**src/sv/look_at_rotation_matrix_defines.svh**
```systemverilog
// Assertion shorthands used by the top-level RTL.
`ifndef LOOK_AT_ROTATION_MATRIX_DEFINES_SVH
`define LOOK_AT_ROTATION_MATRIX_DEFINES_SVH

// Same-cycle implication, disabled in reset.
`define LAR_ASSERT_IMP(lbl, ante, cons, msg) \
  lbl: assert property (@(posedge clk_i) disable iff (!rst_ni) (ante) |-> (cons)) \
    else $error(msg);

// Next-cycle implication, disabled in reset.
`define LAR_ASSERT_NXT(lbl, ante, cons, msg) \
  lbl: assert property (@(posedge clk_i) disable iff (!rst_ni) (ante) |=> (cons)) \
    else $error(msg);

`endif

```
**src/sv/lar_cross.sv**
```systemverilog
`timescale 1ns / 1ps

module lar_cross #(
  parameter int CW = 16
) (
  input  logic                  clk_i,
  input  logic                  rst_ni,
  input  logic                  valid_i,
  input  logic [2:0][CW-1:0]    a_i,
  input  logic [2:0][CW-1:0]    b_i,
  output logic                  valid_o,
  output logic [2:0][2*CW:0]    c_o
);

  localparam int PW = 2 * CW;
  localparam int XW = 2 * CW + 1;

  logic signed [PW-1:0] p_q [6];
  logic signed [XW-1:0] c_q [3];
  logic                 p_vld_q, c_vld_q;

  always_ff @(posedge clk_i or negedge rst_ni) begin
    if (!rst_ni) begin
      p_vld_q <= 1'b0;
      c_vld_q <= 1'b0;
    end else begin
      p_vld_q <= valid_i;
      c_vld_q <= p_vld_q;
    end
  end

  always_ff @(posedge clk_i) begin
    p_q[0] <= $signed(a_i[1]) * $signed(b_i[2]);
    p_q[1] <= $signed(a_i[2]) * $signed(b_i[1]);
    p_q[2] <= $signed(a_i[2]) * $signed(b_i[0]);
    p_q[3] <= $signed(a_i[0]) * $signed(b_i[2]);
    p_q[4] <= $signed(a_i[0]) * $signed(b_i[1]);
    p_q[5] <= $signed(a_i[1]) * $signed(b_i[0]);
    c_q[0] <= p_q[0] - p_q[1];
    c_q[1] <= p_q[2] - p_q[3];
    c_q[2] <= p_q[4] - p_q[5];
  end

  assign valid_o = c_vld_q;
  assign c_o[0]  = c_q[0];
  assign c_o[1]  = c_q[1];
  assign c_o[2]  = c_q[2];

endmodule

```
**config.mk**
```make
export PLATFORM = sky130hd
export DESIGN_NAME = lar_cross
export DESIGN_NICKNAME = d
export VERILOG_FILES = /design/src/sv/look_at_rotation_matrix_defines.svh /design/src/sv/lar_cross.sv
export SDC_FILE = /design/constraint.sdc
export NUM_CORES = 2
export LEC_CHECK = 0
export ABC_AREA = 1
export BUFFER_PORTS_ARGS = -buffer_cell sky130_fd_sc_hd__buf_2
export CORE_MARGIN = 10
export CORE_UTILIZATION = 67
export DETAILED_ROUTE_END_ITERATION = 6
export PLACE_DENSITY = 0.89
export SLEW_MARGIN = 20
export SYNTH_ARGS = -nofsm -noshare
export SYNTH_HDL_FRONTEND = slang
export SYNTH_SLANG_ARGS = --single-unit
```
**constraint.sdc**
```tcl
create_clock -name clk_i -period 4.4 [get_ports clk_i]
set_clock_uncertainty 0.1 [all_clocks]
set_input_delay 0.88 -clock clk_i [delete_from_list [all_inputs] [get_ports clk_i]]
set_output_delay 0.88 -clock clk_i [all_outputs]
set_load 0.01 [all_outputs]
```
==> impl_metrics.toml, run 1 <==
[floorplanning]
die_y_um = 357
rows = 123
start_util_pct = 67.6
io_pins = 199
die_w_um = 357

[run_status]
stop_stage = "global routing"
status = "stopped before the end"
error = "[ERROR GRT-0232] Routing congestion too high. Check the congestion heatmap in the GUI."

[yosys]
synth_warnings = 0
synth_xor_xnor_area_share_pct = 2.01
muxShareOfSynthArea_pct = 0
synth_seq_cells = 293
synth_cell_type_count = 43
synthCells = 10130
synthFlopType = "dfxtp_1"
synth_compound_area_share_pct = 3.64
synthesis.area_um2 = 76300
synth_edf_count = 0
ys_seq_area_share_pct = 7.70
synth-simple-area-share_pct = 19.2
postSynthAreaPerCell_um2 = 7.53
synth_top_family_by_area = "adder cells"
synthAdderAreaFrac_pct = 51.0
synthArstFlopShare_pct = 0.683
synth_fp_nets = 12392

[placement]
placed_area_um2 = 91000
dp_cells = 12582
dp_hpwl_um = 220000
numPortBuffers = 198
place_congestion = 0.999

[grt]
grt.overflow.total = 1081
grt_max_degree = 29
grtUsageTotal_pct = 76.6

[clocking]
cts_num_sinks = 293
root_buffer = "clkbuf_16"
cts_inserted_buffers = 39
htree_levels = 2
cts_buffer_depth = 3

[sta]
worstEpCategory = "register data pin"
postGrtWorstEndpoint = "p_q[0][27]$_DFF_P_/D"
cells in the mapped netlist, types with 5 or more instances:
cell	instances	area, µm²
o21a_1	6	45.0
or2_2	8	50.1
a21boi_1	5	37.5
ha_1	588	7360
clkbuf_1	284	1070
xor2_1	145	1270
fa_1	1575	31500
nand4_1	78	488
nor2_2	17	106
nand3b_1	17	128
o21ai_0	159	796
dfxtp_1	291	5830
nor2_1	388	1460
o21bai_1	31	233
nor3_1	48	240
a21o_1	17	128
a21boi_0	6	45.0
nand2_1	2753	10300
nor4_1	10	62.6
nor3_2	13	130
nand2_2	33	206
a21oi_1	289	1450
xnor2_1	30	263
inv_1	3048	11400
nand3_1	244	1220
repair_timing:
item / in CTS
pin swaps: 225
cloned: 17
setup buffers: 86
hold buffers: 1
endpoints found under the setup margin: 152
gates resized for setup: 478
endpoints found under the hold margin: 2
kinds of logic after synthesis:
| family | after synthesis |
|---|---|
| xor+xnor | 175 |
| buf+inv | 3342 |
| flops | 293 |
| compound gates | 521 |
| fa+ha+maj | 2163 |
| simple gates | 3636 |
routing by layer:
layer / GRT overflow / global-route usage, %
met5: 5 / 44.3
met4: 300 / 75.5
met3: 88 / 67.8
met2: 616 / 91.0
met1: 72 / 73.2
metrics by stage:
stage	utilization [%]	setup WS (ns)	TNS (ns)
3_5_place_dp	80.7	-1.98	-256.11
3_3_place_gp	80.7	-1.84	-238.40
4_1_cts	84.5	-1.11	-126.83
2_1_floorplan	-	-1.21	-123.73
==> inputs of run 2 (changes only) <==
--- a/config.mk
+++ b/config.mk
@@ -8,9 +8,9 @@
 export ABC_AREA = 1
 export BUFFER_PORTS_ARGS = -buffer_cell sky130_fd_sc_hd__buf_2
 export CORE_MARGIN = 10
-export CORE_UTILIZATION = 67
+export CORE_UTILIZATION = 40
 export DETAILED_ROUTE_END_ITERATION = 6
-export PLACE_DENSITY = 0.89
+export PLACE_DENSITY_LB_ADDON = 0.15
 export SLEW_MARGIN = 20
 export SYNTH_ARGS = -nofsm -noshare
 export SYNTH_HDL_FRONTEND = slang
==> impl_metrics.toml, run 2 <==
[drt]
drt-initial-drc-count = 3920
drc = 0
drtPass1Iterations = 5
wirelength_um = 267000
drt-vias-per-instance = 4.81
ant_nets = 0
vias = 68187
routedWlPerCell_um = 18.8

[yosys]
synth_fp_nets = 12392
synth_cell_type_count = 43
synthTopCellsByCount = "inv_1 (3,048), nand2_1 (2,753), fa_1 (1,575)"
synthMostInstantiatedCell = "inv_1"
synth_top_area_share_pct = 41.3
postSynthAreaPerCell_um2 = 7.53
synthCells = 10130
ys_seq_area_share_pct = 7.70
synth_seq_cells = 293
synthArstFlopShare_pct = 0.683
synthFlopType = "dfxtp_1"
synthesis.area_um2 = 76300
synth_warnings = 0
synth_edf_count = 0
yosys.area.top_type = "fa_1"
yosys-top-cells-area = "fa_1 (41%), inv_1 (15%), nand2_1 (14%)"

[grt]
grt_pass1_vias = 72161
grt.overflow.total = 0
antenna_found_initial = 7
grtUsageTotal_pct = 25.1
grt_max_degree = 27
grt_pass1_wl_um = 411000

[clocking]
clkTransAtPathRegs_ns = 0.05
cts_tree = "built"
htree_levels = 2
cts_buffer_depth = 3
root_buffer = "clkbuf_16"
cts_inserted_buffers = 42
clock_latency_ns = 0.66
cts_num_sinks = 293

[sta]
timing.fmax_mhz = 182
drv_slew = 0
setup_viol = 146
fin_ws_ns = -1.10
hold_viol_final = 0
rsz0062_at_grt = "yes"
worstMarginPinSlew_ns = 0.476
slew_headroom_pct = 68.2
fin_crit_sh_pct = 125
finalCriticalPeriod_ns = 5.50

[cells_and_area]
seq_area_um2 = 5880
top_regs = "p_q (192), c_q (99)"
final_common_cell = "inv_1"
largest_reg_flops = 192
final_cell_mix = "inv_1 (2,674), nand2_1 (2,290), fa_1 (1,421)"
n_fill_cell = 17301
area_growth_syn_to_layout_pct = 39.0
drive_above_1_share_pct = 30.8
top_register = "p_q"
fin_nets = 13893
multi_input_area_um2 = 66300

[run_status]
status = "finished, violations left"
violations = "setup timing"

[min_path]
whs_endpoint = "p_vld_q"
whs_path_depth = 1
hold_start = "valid_i"
hold_class = "input port to register"

[critical_path]
critical_path_arrival_ns = 5.97
reg2reg_depth = 12
r2r-end = "c_q[0][94]"
rr_startpoint = "p_q[4][0]"
rrSetupSlack_ns = 2.03
worstSetupPathType = "input port to register"
cp-end-kind = "register"
worstPathMaxFanout = 5
startpoint_type = "input port"
worst_ep_required_time_ns = 4.87

[floorplanning]
start_util_pct = 40.2
io_pins = 199
floorplan.die_area_um2 = 209000
core_um2 = 190000
die_y_um = 457
rows = 160
die_w_um = 457

[placement]
dp_hpwl_um = 214000
numPortBuffers = 198
dp_worst_setup_slack_ns = -2.05
place_congestion = 0.926

[flow_run]
drv_cap = 0
==> run 2: cell counts after synthesis <==
No cell type changed its count.
==> run 2: metrics by stage <==
step / cell area, µm² / instances / hold slack, ns / setup TNS (ns) / util, %
floorplan: 82600 / 10130 / 0.231 / -123.73 / -
global placement: 93100 / 13670 / 0.235 / -254.30 / 49.0
detailed placement: 93100 / 13670 / 0.251 / -257.14 / 49.0
CTS: 103000 / 14038 / 0.217 / -113.59 / 54.1
global route: 106000 / 14175 / 0.245 / -139.41 / 55.9
finish: 106000 / 14176 / 0.260 / -122.03 / 55.9
==> run 2: per-layer routing <==
layer | vias to the layer above | track usage [%] | share of wire, %
li1 | 31900 | - | -
met1 | 34103 | 33.1 | 42
met2 | 1724 | 42.8 | 48
met3 | 458 | 2.93 | 5.3
met4 | 2 | 8.15 | 4.1
met5 | - | 0 | 0.0045
==> run 2: logic make-up (layout without fill, tap and decap cells) <==
family                     after synthesis  in the layout  share of synthesized area, %
AOI/OAI and AO/OA                      521            521                          3.64
xor gates and xnor gates               175            175                          2.01
adders and majority gates             2163           2163                          51.0
buffers and inverters                 3342           4873                          16.4
DFF                                    293            293                          7.70
other                                    0              4                             0
and+or+nand+nor                       3636           3636                          19.2
==> run 2: critical path: stages <==
cell	delay [ns]
buf_12	0.12
buf_12	0.14
buf_12	0.13
nand2_8	0.07
inv_6	0.04
fa_2	0.58
fa_2	0.55
buf_12	0.18
fa_1	0.55
fa_1	0.43
fa_1	0.49
inv_1	0.05
fa_1	0.49
inv_2	0.05
ha_4	0.30
buf_12	0.12
nand2_8	0.06
nor2_4	0.15
nand2_2	0.06
inv_2	0.06
nand3_2	0.04
or2_1	0.22
nand3_1	0.08
nand2_1	0.06
nand2_1	0.06
==> run 2: worst max path at each step <==
stage                       start          to  slack [ns]  depth (start not counted)
final                     a_i[31]  p_q[0][24]       -1.10                         25
after global routing      a_i[47]  p_q[1][24]       -1.23                         24
after CTS                 a_i[47]  p_q[2][24]       -1.05                         24
after detailed placement  a_i[14]  p_q[3][19]       -2.05                         19
after global placement    a_i[14]  p_q[3][19]       -2.08                         19
after floorplan           a_i[31]  p_q[5][30]       -1.21                         19
==> run 2: repair_timing <==
item                                    in CTS  in global routing
hold buffers                                 1                  0
endpoints found under the setup margin     151                150
buffers inserted                           282                145
pin swaps                                  779                630
gates resized for setup                   1305                678
gates cloned                                36                  8
endpoints found under the hold margin        2                  0
==> run 2: cell type report <==
type,count,area share [%]
Clock inverter,25,0.339
Timing Repair Buffer,1743,16.6
Clock buffer,49,1.05
Inverter,3056,10.9
Tap cell,2511,2.96
Sequential cell,293,5.54
Antenna cell,4,0.00944
Multi-Input combinational cell,6495,62.6
Power of run 2 is not shown: default switching activity piles up to over one toggle a cycle in this logic, so the estimate is an artifact.
